===== src/design/bpr_pkg.sv =====
`timescale 1ns / 1ps
// ----------------------------------------------------------------------------
// bpr_pkg: shared constants for the buffer pool replacement block
// Sizes of the frame table and of the payload fields, operation codes and
// status codes.
// ----------------------------------------------------------------------------
package bpr_pkg;

  // frame table
  localparam int FRAMES   = 8;
  localparam int FRAME_W  = $clog2(FRAMES);
  localparam int PIN_BITS = 16;

  // payload fields
  localparam int OP_W     = 3;
  localparam int PAGE_W   = 31;
  localparam int STAT_W   = 2;
  localparam int FIDX_W   = 3;
  localparam int CNT_W    = 32;

  // configuration port
  localparam int APB_AW   = 3;
  localparam int APB_DW   = 32;

  // operations
  localparam logic [OP_W-1:0] OP_PIN   = 3'd0;
  localparam logic [OP_W-1:0] OP_UNPIN = 3'd1;
  localparam logic [OP_W-1:0] OP_DIRTY = 3'd2;
  localparam logic [OP_W-1:0] OP_FORCE = 3'd3;
  localparam logic [OP_W-1:0] OP_FLUSH = 3'd4;

  // result status
  localparam logic [STAT_W-1:0] STAT_OK      = 2'd0;
  localparam logic [STAT_W-1:0] STAT_NOT_RES = 2'd1;
  localparam logic [STAT_W-1:0] STAT_NO_FREE = 2'd2;

endpackage


===== src/design/buffer_pool_replacement.sv =====
`timescale 1ns / 1ps
// ----------------------------------------------------------------------------
// buffer_pool_replacement: page frame manager with FIFO / LRU replacement
// Frame table in flops, walked one frame per cycle by a small sequencer that
// shares one compare/update slice over all frames.
// ----------------------------------------------------------------------------
//
//  channel   direction  handshake                    payload
//  --------  ---------  ---------------------------  --------------------------
//  in        sink       in_valid_i / in_ready_o      operation_i, page_number_i
//  out       source     out_valid_o / out_ready_i    status_o .. write_total_o
//  cfg       APB slave  psel/penable/pwrite, pready  paddr, pwdata, prdata
//
//  Steps: pin, unpin, mark dirty and force page run a lookup walk over all
//  frames, a decide step, an update walk over all frames and an emit; a miss on
//  unpin/dirty/force or a full pool skips the update walk. Flush with k
//  eligible frames runs k+1 flush walks, each followed by a decision step,
//  plus one emit per result. Unknown operation codes return to idle with no
//  result.
//  in_ready_o is high only while the sequencer is idle; a result waiting in
//  the output register does not block the next transfer in, only the next
//  emit. Reset is asynchronous, active low; it frees all frames and restores
//  identity replacement order. No clearing pass is needed.
//
module buffer_pool_replacement (
  input  logic                        clk_i,
  input  logic                        rst_ni,
  // item in
  input  logic                        in_valid_i,
  output logic                        in_ready_o,
  input  logic [bpr_pkg::OP_W-1:0]    operation_i,
  input  logic [bpr_pkg::PAGE_W-1:0]  page_number_i,
  // result out
  output logic                        out_valid_o,
  input  logic                        out_ready_i,
  output logic [bpr_pkg::STAT_W-1:0]  status_o,
  output logic [bpr_pkg::FIDX_W-1:0]  frame_index_o,
  output logic                        read_request_o,
  output logic [bpr_pkg::PAGE_W-1:0]  read_page_o,
  output logic                        write_request_o,
  output logic [bpr_pkg::PAGE_W-1:0]  write_page_o,
  output logic                        last_o,
  output logic [bpr_pkg::CNT_W-1:0]   read_total_o,
  output logic [bpr_pkg::CNT_W-1:0]   write_total_o,
  // configuration
  input  logic                        psel,
  input  logic                        penable,
  input  logic                        pwrite,
  input  logic [bpr_pkg::APB_AW-1:0]  paddr,
  input  logic [bpr_pkg::APB_DW-1:0]  pwdata,
  output logic [bpr_pkg::APB_DW-1:0]  prdata,
  output logic                        pready
);
  import bpr_pkg::*;

  // sequencer states
  localparam logic [2:0] S_IDLE  = 3'd0;  // wait for an input transfer
  localparam logic [2:0] S_SCAN  = 3'd1;  // lookup walk: hit, free, victim
  localparam logic [2:0] S_DEC   = 3'd2;  // pick target frame
  localparam logic [2:0] S_UPD   = 3'd3;  // update walk: ranks + target frame
  localparam logic [2:0] S_EMIT  = 3'd4;  // push result into output register
  localparam logic [2:0] S_FSCAN = 3'd5;  // flush walk: next oldest dirty
  localparam logic [2:0] S_FDEC  = 3'd6;  // flush decision

  localparam logic [FRAME_W-1:0] LAST_IDX = FRAME_W'(FRAMES - 1);

  // frame table
  logic [PAGE_W-1:0]   page_q  [FRAMES];
  logic [PAGE_W-1:0]   page_d  [FRAMES];
  logic [FRAMES-1:0]   valid_q, valid_d;
  logic [FRAMES-1:0]   dirty_q, dirty_d;
  logic [PIN_BITS-1:0] pins_q  [FRAMES];
  logic [PIN_BITS-1:0] pins_d  [FRAMES];
  logic [FRAME_W-1:0]  rank_q  [FRAMES];
  logic [FRAME_W-1:0]  rank_d  [FRAMES];

  logic                lru_q;

  // sequencer
  logic [2:0]          state_q, state_d;
  logic [FRAME_W-1:0]  idx_q, idx_d;
  logic [OP_W-1:0]     op_q, op_d;
  logic [PAGE_W-1:0]   req_pg_q, req_pg_d;

  // lookup trackers
  logic                hit_q, hit_d;
  logic [FRAME_W-1:0]  hit_idx_q, hit_idx_d;
  logic [FRAME_W-1:0]  hit_rk_q, hit_rk_d;
  logic                free_q, free_d;
  logic [FRAME_W-1:0]  free_idx_q, free_idx_d;
  logic [FRAME_W-1:0]  free_rk_q, free_rk_d;
  logic                ev_q, ev_d;          // victim / flush candidate
  logic [FRAME_W-1:0]  ev_idx_q, ev_idx_d;
  logic [FRAME_W-1:0]  ev_rk_q, ev_rk_d;
  logic [PAGE_W-1:0]   ev_pg_q, ev_pg_d;

  // target of the update walk
  logic [FRAME_W-1:0]  tgt_q, tgt_d;
  logic [FRAME_W-1:0]  tgt_rk_q, tgt_rk_d;
  logic                mv_q, mv_d;          // move target to back of order
  logic                load_q, load_d;      // pin fills the target frame

  // flush bookkeeping: frame found by the previous walk, result still owed
  logic                prev_q, prev_d;
  logic [FRAME_W-1:0]  prev_idx_q, prev_idx_d;
  logic [PAGE_W-1:0]   prev_pg_q, prev_pg_d;
  logic                cont_q, cont_d;

  // pending result
  logic [STAT_W-1:0]   res_stat_q, res_stat_d;
  logic [FRAME_W-1:0]  res_frame_q, res_frame_d;
  logic                res_rd_q, res_rd_d;
  logic                res_wr_q, res_wr_d;
  logic [PAGE_W-1:0]   res_wpg_q, res_wpg_d;
  logic                res_last_q, res_last_d;

  // counters and output register
  logic [CNT_W-1:0]    rd_tot_q, rd_tot_d;
  logic [CNT_W-1:0]    wr_tot_q, wr_tot_d;
  logic                ov_q, ov_d;
  logic [STAT_W-1:0]   o_stat_q, o_stat_d;
  logic [FIDX_W-1:0]   o_frame_q, o_frame_d;
  logic                o_rd_q, o_rd_d;
  logic [PAGE_W-1:0]   o_rpg_q, o_rpg_d;
  logic                o_wr_q, o_wr_d;
  logic [PAGE_W-1:0]   o_wpg_q, o_wpg_d;
  logic                o_last_q, o_last_d;

  // the frame under the walk pointer
  logic [PAGE_W-1:0]   cur_pg;
  logic                cur_vl, cur_dt, cur_unpinned, cur_excl;
  logic [PIN_BITS-1:0] cur_pn;
  logic [FRAME_W-1:0]  cur_rk;

  assign cur_pg       = page_q[idx_q];
  assign cur_vl       = valid_q[idx_q];
  assign cur_dt       = dirty_q[idx_q];
  assign cur_pn       = pins_q[idx_q];
  assign cur_rk       = rank_q[idx_q];
  assign cur_unpinned = (cur_pn == '0);
  assign cur_excl     = prev_q && (idx_q == prev_idx_q);

  // ---------------------------------------------------------------- config
  assign pready = 1'b1;
  always_comb begin
    prdata = '0;
    if (!paddr[2]) begin
      prdata = APB_DW'(lru_q);
    end
  end

  always_ff @(posedge clk_i or negedge rst_ni) begin
    if (!rst_ni) begin
      lru_q <= 1'b0;
    end else if (psel && penable && pwrite && pready && !paddr[2]) begin
      lru_q <= pwdata[0];
    end
  end

  // ---------------------------------------------------------------- ports
  assign in_ready_o      = (state_q == S_IDLE);
  assign out_valid_o     = ov_q;
  assign status_o        = o_stat_q;
  assign frame_index_o   = o_frame_q;
  assign read_request_o  = o_rd_q;
  assign read_page_o     = o_rpg_q;
  assign write_request_o = o_wr_q;
  assign write_page_o    = o_wpg_q;
  assign last_o          = o_last_q;
  assign read_total_o    = rd_tot_q;
  assign write_total_o   = wr_tot_q;

  // ---------------------------------------------------------------- sequencer
  always_comb begin
    page_d     = page_q;
    valid_d    = valid_q;
    dirty_d    = dirty_q;
    pins_d     = pins_q;
    rank_d     = rank_q;
    state_d    = state_q;
    idx_d      = idx_q;
    op_d       = op_q;
    req_pg_d   = req_pg_q;
    hit_d      = hit_q;
    hit_idx_d  = hit_idx_q;
    hit_rk_d   = hit_rk_q;
    free_d     = free_q;
    free_idx_d = free_idx_q;
    free_rk_d  = free_rk_q;
    ev_d       = ev_q;
    ev_idx_d   = ev_idx_q;
    ev_rk_d    = ev_rk_q;
    ev_pg_d    = ev_pg_q;
    tgt_d      = tgt_q;
    tgt_rk_d   = tgt_rk_q;
    mv_d       = mv_q;
    load_d     = load_q;
    prev_d     = prev_q;
    prev_idx_d = prev_idx_q;
    prev_pg_d  = prev_pg_q;
    cont_d     = cont_q;
    res_stat_d = res_stat_q;
    res_frame_d = res_frame_q;
    res_rd_d   = res_rd_q;
    res_wr_d   = res_wr_q;
    res_wpg_d  = res_wpg_q;
    res_last_d = res_last_q;
    rd_tot_d   = rd_tot_q;
    wr_tot_d   = wr_tot_q;
    ov_d       = ov_q;
    o_stat_d   = o_stat_q;
    o_frame_d  = o_frame_q;
    o_rd_d     = o_rd_q;
    o_rpg_d    = o_rpg_q;
    o_wr_d     = o_wr_q;
    o_wpg_d    = o_wpg_q;
    o_last_d   = o_last_q;

    if (ov_q && out_ready_i) begin
      ov_d = 1'b0;
    end

    unique case (state_q)
      S_IDLE: begin
        if (in_valid_i) begin
          op_d     = operation_i;
          req_pg_d = page_number_i;
          idx_d    = '0;
          hit_d    = 1'b0;
          free_d   = 1'b0;
          ev_d     = 1'b0;
          prev_d   = 1'b0;
          unique case (operation_i) inside
            OP_PIN, OP_UNPIN, OP_DIRTY, OP_FORCE: state_d = S_SCAN;
            OP_FLUSH:                             state_d = S_FSCAN;
            default:                              state_d = S_IDLE;
          endcase
        end
      end

      S_SCAN: begin
        if (!hit_q && cur_vl && (cur_pg == req_pg_q)) begin
          hit_d     = 1'b1;
          hit_idx_d = idx_q;
          hit_rk_d  = cur_rk;
        end
        if (!cur_vl && (!free_q || (cur_rk < free_rk_q))) begin
          free_d     = 1'b1;
          free_idx_d = idx_q;
          free_rk_d  = cur_rk;
        end
        if (cur_vl && cur_unpinned && (!ev_q || (cur_rk < ev_rk_q))) begin
          ev_d     = 1'b1;
          ev_idx_d = idx_q;
          ev_rk_d  = cur_rk;
        end
        if (idx_q == LAST_IDX) begin
          state_d = S_DEC;
        end else begin
          idx_d = idx_q + 1'b1;
        end
      end

      S_DEC: begin
        res_stat_d  = STAT_OK;
        res_frame_d = '0;
        res_rd_d    = 1'b0;
        res_wr_d    = 1'b0;
        res_wpg_d   = '0;
        res_last_d  = 1'b1;
        cont_d      = 1'b0;
        mv_d        = 1'b0;
        load_d      = 1'b0;
        idx_d       = '0;
        state_d     = S_UPD;
        if (hit_q) begin
          tgt_d    = hit_idx_q;
          tgt_rk_d = hit_rk_q;
          mv_d     = (op_q == OP_PIN) && lru_q;
        end else if (op_q != OP_PIN) begin
          res_stat_d = STAT_NOT_RES;
          state_d    = S_EMIT;
        end else if (free_q) begin
          tgt_d    = free_idx_q;
          tgt_rk_d = free_rk_q;
          mv_d     = 1'b1;
          load_d   = 1'b1;
        end else if (ev_q) begin
          tgt_d    = ev_idx_q;
          tgt_rk_d = ev_rk_q;
          mv_d     = 1'b1;
          load_d   = 1'b1;
        end else begin
          res_stat_d = STAT_NO_FREE;
          state_d    = S_EMIT;
        end
        if (state_d == S_UPD) begin
          res_frame_d = tgt_d;
        end
      end

      S_UPD: begin
        // close the gap left by the target, target goes to the back
        if (mv_q && (cur_rk > tgt_rk_q)) begin
          rank_d[idx_q] = cur_rk - 1'b1;
        end
        if (idx_q == tgt_q) begin
          if (mv_q) begin
            rank_d[idx_q] = LAST_IDX;
          end
          case (op_q)
            OP_PIN: begin
              if (load_q) begin
                if (cur_dt) begin
                  res_wr_d  = 1'b1;
                  res_wpg_d = cur_pg;
                end
                page_d[idx_q]  = req_pg_q;
                valid_d[idx_q] = 1'b1;
                dirty_d[idx_q] = 1'b0;
                pins_d[idx_q]  = PIN_BITS'(1);
                res_rd_d       = 1'b1;
              end else if (cur_pn != '1) begin
                pins_d[idx_q] = cur_pn + 1'b1;
              end
            end
            OP_UNPIN: begin
              if (!cur_unpinned) begin
                pins_d[idx_q] = cur_pn - 1'b1;
              end
            end
            OP_DIRTY: dirty_d[idx_q] = 1'b1;
            OP_FORCE: begin
              dirty_d[idx_q] = 1'b0;
              res_wr_d       = 1'b1;
              res_wpg_d      = cur_pg;
            end
            default: ;
          endcase
        end
        if (idx_q == LAST_IDX) begin
          state_d = S_EMIT;
        end else begin
          idx_d = idx_q + 1'b1;
        end
      end

      S_EMIT: begin
        if (!ov_q || out_ready_i) begin
          rd_tot_d  = rd_tot_q + CNT_W'(res_rd_q);
          wr_tot_d  = wr_tot_q + CNT_W'(res_wr_q);
          ov_d      = 1'b1;
          o_stat_d  = res_stat_q;
          o_frame_d = FIDX_W'(res_frame_q);
          o_rd_d    = res_rd_q;
          o_rpg_d   = res_rd_q ? req_pg_q : '0;
          o_wr_d    = res_wr_q;
          o_wpg_d   = res_wpg_q;
          o_last_d  = res_last_q;
          if ((op_q == OP_FLUSH) && cont_q) begin
            idx_d   = '0;
            ev_d    = 1'b0;
            state_d = S_FSCAN;
          end else begin
            state_d = S_IDLE;
          end
        end
      end

      S_FSCAN: begin
        // the frame found by the previous walk gets its dirty bit cleared here
        if (cur_excl) begin
          dirty_d[idx_q] = 1'b0;
        end
        if (cur_vl && cur_dt && cur_unpinned && !cur_excl &&
            (!ev_q || (cur_rk < ev_rk_q))) begin
          ev_d     = 1'b1;
          ev_idx_d = idx_q;
          ev_rk_d  = cur_rk;
          ev_pg_d  = cur_pg;
        end
        if (idx_q == LAST_IDX) begin
          state_d = S_FDEC;
        end else begin
          idx_d = idx_q + 1'b1;
        end
      end

      S_FDEC: begin
        res_stat_d  = STAT_OK;
        res_frame_d = '0;
        res_rd_d    = 1'b0;
        res_wr_d    = 1'b0;
        res_wpg_d   = '0;
        res_last_d  = 1'b1;
        cont_d      = 1'b0;
        prev_d      = ev_q;
        prev_idx_d  = ev_idx_q;
        prev_pg_d   = ev_pg_q;
        if (prev_q) begin
          // report the previous frame; last only if nothing else is left
          res_frame_d = prev_idx_q;
          res_wr_d    = 1'b1;
          res_wpg_d   = prev_pg_q;
          res_last_d  = !ev_q;
          cont_d      = ev_q;
          state_d     = S_EMIT;
        end else if (ev_q) begin
          idx_d   = '0;
          ev_d    = 1'b0;
          state_d = S_FSCAN;
        end else begin
          state_d = S_EMIT;
        end
      end

      default: state_d = S_IDLE;
    endcase
  end

  // ---------------------------------------------------------------- registers
  always_ff @(posedge clk_i or negedge rst_ni) begin
    if (!rst_ni) begin
      state_q  <= S_IDLE;
      valid_q  <= '0;
      dirty_q  <= '0;
      for (int f = 0; f < FRAMES; f++) begin
        pins_q[f] <= '0;
        rank_q[f] <= FRAME_W'(f);
      end
      idx_q    <= '0;
      hit_q    <= 1'b0;
      free_q   <= 1'b0;
      ev_q     <= 1'b0;
      mv_q     <= 1'b0;
      load_q   <= 1'b0;
      prev_q   <= 1'b0;
      cont_q   <= 1'b0;
      res_rd_q <= 1'b0;
      res_wr_q <= 1'b0;
      rd_tot_q <= '0;
      wr_tot_q <= '0;
      ov_q     <= 1'b0;
    end else begin
      state_q  <= state_d;
      valid_q  <= valid_d;
      dirty_q  <= dirty_d;
      pins_q   <= pins_d;
      rank_q   <= rank_d;
      idx_q    <= idx_d;
      hit_q    <= hit_d;
      free_q   <= free_d;
      ev_q     <= ev_d;
      mv_q     <= mv_d;
      load_q   <= load_d;
      prev_q   <= prev_d;
      cont_q   <= cont_d;
      res_rd_q <= res_rd_d;
      res_wr_q <= res_wr_d;
      rd_tot_q <= rd_tot_d;
      wr_tot_q <= wr_tot_d;
      ov_q     <= ov_d;
    end
  end

  // payload, no reset
  always_ff @(posedge clk_i) begin
    page_q      <= page_d;
    op_q        <= op_d;
    req_pg_q    <= req_pg_d;
    hit_idx_q   <= hit_idx_d;
    hit_rk_q    <= hit_rk_d;
    free_idx_q  <= free_idx_d;
    free_rk_q   <= free_rk_d;
    ev_idx_q    <= ev_idx_d;
    ev_rk_q     <= ev_rk_d;
    ev_pg_q     <= ev_pg_d;
    tgt_q       <= tgt_d;
    tgt_rk_q    <= tgt_rk_d;
    prev_idx_q  <= prev_idx_d;
    prev_pg_q   <= prev_pg_d;
    res_stat_q  <= res_stat_d;
    res_frame_q <= res_frame_d;
    res_wpg_q   <= res_wpg_d;
    res_last_q  <= res_last_d;
    o_stat_q    <= o_stat_d;
    o_frame_q   <= o_frame_d;
    o_rd_q      <= o_rd_d;
    o_rpg_q     <= o_rpg_d;
    o_wr_q      <= o_wr_d;
    o_wpg_q     <= o_wpg_d;
    o_last_q    <= o_last_d;
  end

endmodule


===== config.mk =====
export PLATFORM = sky130hd
export DESIGN_NAME = buffer_pool_replacement
export DESIGN_NICKNAME = d
export VERILOG_FILES = /design/src/design/bpr_pkg.sv /design/src/design/buffer_pool_replacement.sv
export SDC_FILE = /design/constraint.sdc
export NUM_CORES = 1
export LEC_CHECK = 0
export CAP_MARGIN = 10
export CORE_UTILIZATION = 59
export DETAILED_ROUTE_END_ITERATION = 16
export DONT_BUFFER_PORTS = 1
export PLACE_DENSITY = 0.75
export SETUP_SLACK_MARGIN = 0.05
export SLEW_MARGIN = 10
export SYNTH_ARGS = -nofsm -noshare
export SYNTH_HDL_FRONTEND = slang
export SYNTH_SLANG_ARGS = --single-unit

===== constraint.sdc =====
create_clock -name clk_i -period 15.55 [get_ports clk_i]
set_input_delay 1.555 -clock clk_i [delete_from_list [all_inputs] [get_ports clk_i]]
set_output_delay 1.555 -clock clk_i [all_outputs]
set_load 0.1 [all_outputs]

# Word-level counts from Yosys, hierarchy flattened
# Cells that the tools add are included.
[totals] reg_bits=727 input_bits=76 output_inout_bits=169
[op_classes] addsub=6 n_lt_le_gt_ge=7 n_eq_ne=44 muxes=122 n_bitwise=9 reduce_logical=66
[op_table] operator="two-way mux 128 bit" n=3
[op_table] operator="bitwise mux 128 bit" n=2
[op_table] operator="case mux 128 bit (2 select lines)" n=1
[op_table] operator="bitwise mux 248 bit" n=1
[op_table] operator="two-way mux 31 bit" n=7
[op_table] operator="AND 120 bit" n=1
[op_table] operator="NOT 120 bit" n=1
[op_table] operator="two-way mux 3 bit" n=34
[op_table] operator="two-way mux 24 bit" n=4
[op_table] operator="binary-select mux 31 bit (select 3 bit)" n=1
[op_table] operator="demux 31 bit (select 3 bit)" n=1
[op_table] operator="case mux 31 bit (3 select lines)" n=1
[op_table] operator="adder 32 x 1 -> 32 bit" n=2
[op_table] operator="case mux 31 bit (2 select lines)" n=1
[op_table] operator="binary-select mux 16 bit (select 3 bit)" n=1
[op_table] operator="demux 16 bit (select 3 bit)" n=1
[op_table] operator="two-way mux 16 bit" n=3
[op_table] operator="!= test 2 bit (second input constant)" n=19
[op_table] operator="== test 31 bit" n=1
[op_table] operator="two-way mux 1 bit" n=30
[op_table] operator="bitwise mux 24 bit" n=1
[op_table] operator="two-way mux 8 bit" n=3
[op_table] operator="bitwise OR 24 bit" n=1
[op_table] operator="bitwise OR 8 bit" n=3
[op_table] operator="52 further kinds" n=131

# Logic depth before layout (Yosys ltp)
[depth] word_depth=11 depth_mapped=18 ltp_nobuf=13

# Worst setup path after synthesis
# Ideal clock, no wire load.
[synth_path] kind="reg2reg" start="reg idx_q[0]" end="reg ev_pg_q[0] (enable)" setup_ns=0.458 t_arrival_ns=5.686 setup_slack_ns=9.406 path_stages_with_launch=13 cell_sequence="dfrtp_1 -> buf_4 -> buf_2 -> buf_6 -> buf_4 -> mux4_2 -> mux2i_1 -> ha_1 -> nand3_1 -> or2_1 -> or4_4 -> a2111o_1 -> nor3_1"
[synth_between] elab_chain_len=9
[synth_lines] element="start, declared" line="buffer_pool_replacement.sv:81" text="logic [FRAME_W-1:0] idx_q, idx_d;"
[synth_lines] element="start signal, assigned" line="buffer_pool_replacement.sv:450" text="idx_q <= idx_d;"
[synth_lines] element="NOT 3 -> 4 bit (not written as such)" line="buffer_pool_replacement.sv:138, buffer_pool_replacement.sv:139"
[synth_lines] element="binary-select mux 16 bit (select 3 bit)" line="buffer_pool_replacement.sv:138" text="assign cur_pn = pins_q[idx_q];"
[synth_lines] element="two-way mux 16 bit (not written as such) (2 in series)" line="buffer_pool_replacement.sv:138"
[synth_lines] element="zero test 16 bit" line="buffer_pool_replacement.sv:140" text="assign cur_unpinned = (cur_pn == '0);"
[synth_lines] element="logical AND 1 bit (2 in series)" line="buffer_pool_replacement.sv:375" text="if (cur_vl && cur_dt && cur_unpinned && !cur_excl &&"
[synth_lines] element="logical AND 1 bit *" line="buffer_pool_replacement.sv:375"
[synth_lines] element="AND reduction 2 bit (no source line) *"
[synth_lines] element="end signal, assigned" line="buffer_pool_replacement.sv:477" text="ev_pg_q <= ev_pg_d;"
[synth_lines] element="end, declared" line="buffer_pool_replacement.sv:95" text="logic [PAGE_W-1:0] ev_pg_q, ev_pg_d;"
# Every way passes the cells marked *; elsewhere a longest branch is shown, timed or not. The select of a mux whose other input is x is not followed.
# A chain may end at the register's enable or synchronous reset.

# Final worst setup path
[layout_path] start="reg idx_q[1]" end="reg pins_q[81] (netlist name)"
[layout_between] elab_chain_len=9
[layout_lines] element="NOT 3 -> 4 bit (not written as such)"
[layout_lines] element="binary-select mux 16 bit (select 3 bit), or another cell as far along" line="buffer_pool_replacement.sv:138"
[layout_lines] element="two-way mux 16 bit (not written as such) / logical AND 1 bit (equally long branches)"
[layout_lines] element="two-way mux 16 bit (on tied branches)"
[layout_lines] element="adder 16 x 1 -> 16 bit / demux 16 bit (select 3 bit) (equally long branches)" line="buffer_pool_replacement.sv:324, buffer_pool_replacement.sv:321, buffer_pool_replacement.sv:329"
[layout_lines] element="bitwise mux 128 bit / NOT 120 bit (equally long branches)"
[layout_lines] element="two-way mux 128 bit / AND 120 bit (equally long branches)"
[layout_lines] element="two-way mux 128 bit" line="buffer_pool_replacement.sv:313" text="if (load_q) begin"
[layout_lines] element="case mux 128 bit (2 select lines)" line="buffer_pool_replacement.sv:311" text="case (op_q)"
[layout_lines] element="end signal, assigned" line="buffer_pool_replacement.sv:448" text="pins_q <= pins_d;"
[layout_lines] element="end, declared" line="buffer_pool_replacement.sv:72" text="logic [PIN_BITS-1:0] pins_q [FRAMES];"
# Several ways; a longest one is shown, not always the timed one. The select of a mux whose other input is x is not followed.

==> impl_metrics.csv <==
group,metric,value,unit
synth,synth-edff-count,478,
synth,synthTopCellsByArea,"edfxtp_1 (47%), dfrtp_1 (19%), mux4_2 (3.4%)",
worst_setup_path,cp_data_arrival_time,5.91,ns
global_route,grt_remaining_overflow,0,
sta,final.setup.tns,0,ns
worst_setup_path,cp-end-kind,"register",
clock_network,cts.repair.resized,0,
flow_run,cap_violations,0,
clock_network,cts.sinks,727,
floorplan,start_util,59.7,%
finish,n_fill_cell,3545,
clock_network,ctsHtreeMaxLevel,3,
sta,worstMarginPinSlew,1.18,ns
clock_network,cts_made_buffers,74,
worst_setup_path,crit_fanout,50,
synth,synth-compound-area-share,7.12,%
detailed_routing,vias,17600,
sta,slew_viol_final,0,
synth,synth_top_family_by_area,"multiplexers",
detailed_routing,first_pass_iters,5,
clock_network,path_clk_slew,0.06,ns
sta,post-route-period-util,34.9,%
clock_network,post_cts_buffers,0,
detailed_routing,post_drt_wl_per_cell,24.6,um
global_route,grt_max_degree,250,
placed_design,io_buffers,0,
finish,drive_gt1_share,17.5,%
synth,synthMuxAreaShare,11.6,%
sta,min_period,5.43,ns
sta,slew_headroom,21.5,%
sta,holdWs,0.412,ns
status,outcome,"finished clean",
clock_network,clk_latency,0.62,ns
synth,synthArstFlopShare,34.3,%
synth,syn-cell-area,30700,sq um
detailed_routing,vias_per_cell,6.32,
floorplan,die_x,230,um
floorplan,pin_count,245,
synth,synth_top_area_share,46.8,%
floorplan,die_h,230,um
sta,clock.fmax,0.184,GHz
finish,nNetsFinal,2135,
sta,rsz0062_at_grt,"false",
worst_hold_path,min_path_type,"reg2reg",
finish,layout_common_cells,"edfxtp_1 (478), dfrtp_1 (234), nand2_1 (123)",
worst_setup_path,required,16.03,ns
sta,finalHoldViolations,0,
worst_setup_path,cp-start-kind,"register",
synth,synth_area_per_cell,15.1,sq um
detailed_routing,drt-total-wl,68.5,mm
global_route,grt_first_pass_wirelength,106,mm
synth,synth-warning-count,0,
finish,syn2layout_area_growth,9.65,%
power_and_ir_drop,ir_drop,98.2,uV
power_and_ir_drop,pwr_density_cell,164,nW/um^2
finish,final_common_cell,"edfxtp_1",
clock_network,cts-root-buf,"clkbuf_16",
synth,ys.flop_type,"edfxtp_1",
detailed_routing,drc,0,
synth,synthAdderAreaFrac,0.652,%
synth,ys_ff_latch,727,
clock_network,clock_path_buffers,3,
detailed_routing,final_antenna_net_count,0,
placed_design,place_congestion,0.889,
global_route,grt_pass1_vias,17700,
global_route,track_usage,26.3,%
sta,fin_skew,0.0266,ns
global_route,antenna_found_initial,0,
synth,yosysSeqAreaShare,67.1,%
clock_network,cts_tree,"done",
worst_setup_path,criticalPathCategory,"reg2reg",
detailed_routing,drtIter0Drc,1653,
synth,synthDistinctLibCells,79,
finish,insertedDiodeCount,0,
synth,yosysTopAreaCell,"edfxtp_1",
finish,fin_util,65.5,%
floorplan,core_area,51400,sq um
synth,synth_cells,2028,
placed_design,place_hpwl,41.7,mm
clock_network,cts_hold_buf,0,
floorplan,dieArea,53000,sq um
power_and_ir_drop,total_leakage_power,12.7,nW
synth,yosys.area_share.simple,7.28,%
sta,finalSetupViolCount,0,
synth,synth_xor_area_share,3.37,%
floorplan,rows,83,
[worst paths after layout]
check                            startpoint                end  slack [ns]  cells after the start
max in group asynchronous            rst_ni         pins_q[28]       14.19                      0
worst max-delay path               idx_q[1]         pins_q[81]       10.12                     10
min in group asynchronous            rst_ni  write_total_o[24]        0.66                      0
worst min register to register  ev_pg_q[25]      prev_pg_q[25]        0.41                      0
worst max register to register     idx_q[1]         pins_q[81]       10.12                     10
worst min-delay path            ev_pg_q[25]      prev_pg_q[25]        0.41                      0
[area by class of cell]
cell class,count,area (sq um),share of cell area [%]
Sequential cell,727,20600,61.2
Multi-Input combinational cell,1166,9430,28.0
Clock buffer,113,2130,6.33
Tap cell,680,851,2.53
Timing Repair Buffer,34,288,0.855
Clock inverter,22,203,0.602
Inverter,40,150,0.446
[cells in the mapped netlist (16+ instances only)]
cell type	number
edfxtp_1	478
dfrtp_1	237
nand2_1	123
nor2_1	95
xnor2_1	81
mux2_2	61
mux2_4	60
o21ai_0	58
and2_1	46
mux4_2	46
clkbuf_1	44
mux2_1	44
nand3_1	42
mux2i_1	39
buf_4	38
inv_1	38
xor2_1	37
a221oi_1	33
a22oi_1	32
a22o_1	31
a21oi_1	28
buf_2	26
nand4_1	26
nor3_1	25
o22ai_1	20
a31oi_1	19
and3_1	16
ha_1	16
[power by group]
group | internal (W) | leakage (nW) | switching [W]
clock | 0.000983 | 1.14 | 0.000726
combinational | 0.000386 | 3.80 | 0.000784
sequential | 0.00227 | 7.76 | 0.000354
total | 0.00364 | 12.7 | 0.00186
[stage by stage]
stage	total power (W)	std cells	worst slack, ns	area, sq um
6_report	0.00551	2782	10.12	33700
3_5_place_dp	0.00382	2647	10.18	31300
5_1_grt	0.00570	2782	9.84	33700
3_3_place_gp	0.00378	2647	10.21	31300
4_1_cts	0.00552	2782	10.10	33700
2_1_floorplan	0.00343	2058	9.41	30800
[flip-flops by register name, indices dropped and copies added (netlist names), 8 cells and up, named ones only]
name           flops
read_page_o       31
req_pg_q          31
prev_pg_q         31
res_wpg_q         31
valid_q            8
write_total_o     32
read_total_o      32
rank_q            24
write_page_o      31
pins_q           128
page_q           248
ev_pg_q           31
[cells by family (layout without fill, tap and decap cells)]
logic type,after synthesis,count (layout)
XOR/XNOR,118,118
multiplexers,253,253
buffers and inverters,165,209
AO/OA/AOI/OAI,302,302
flip-flops,727,727
adder cells (fa/ha/maj),16,16
AND/OR/NAND/NOR,445,445
other,2,32
[routing by layer]
metal,vias to the layer above,track usage [%],wire [um]
li1,7657,-,-
met1,9025,37.6,29000
met2,789,40.9,32400
met3,124,5.52,5650
met4,0,7.72,1580
met5,-,0,0
[worst max-delay path: stages (launching register included)]
cell and delay (ns):
dfrtp_4 0.87, buf_4 0.73, nor2b_1 0.37, a222oi_1 0.40
a21boi_1 0.59, nor4_2 0.20, a31oi_1 0.35, o21ai_2 0.09
buf_4 0.26, nor2_2 0.92, mux2_2 0.43
Note: power is estimated with default switching activity, not from simulation.
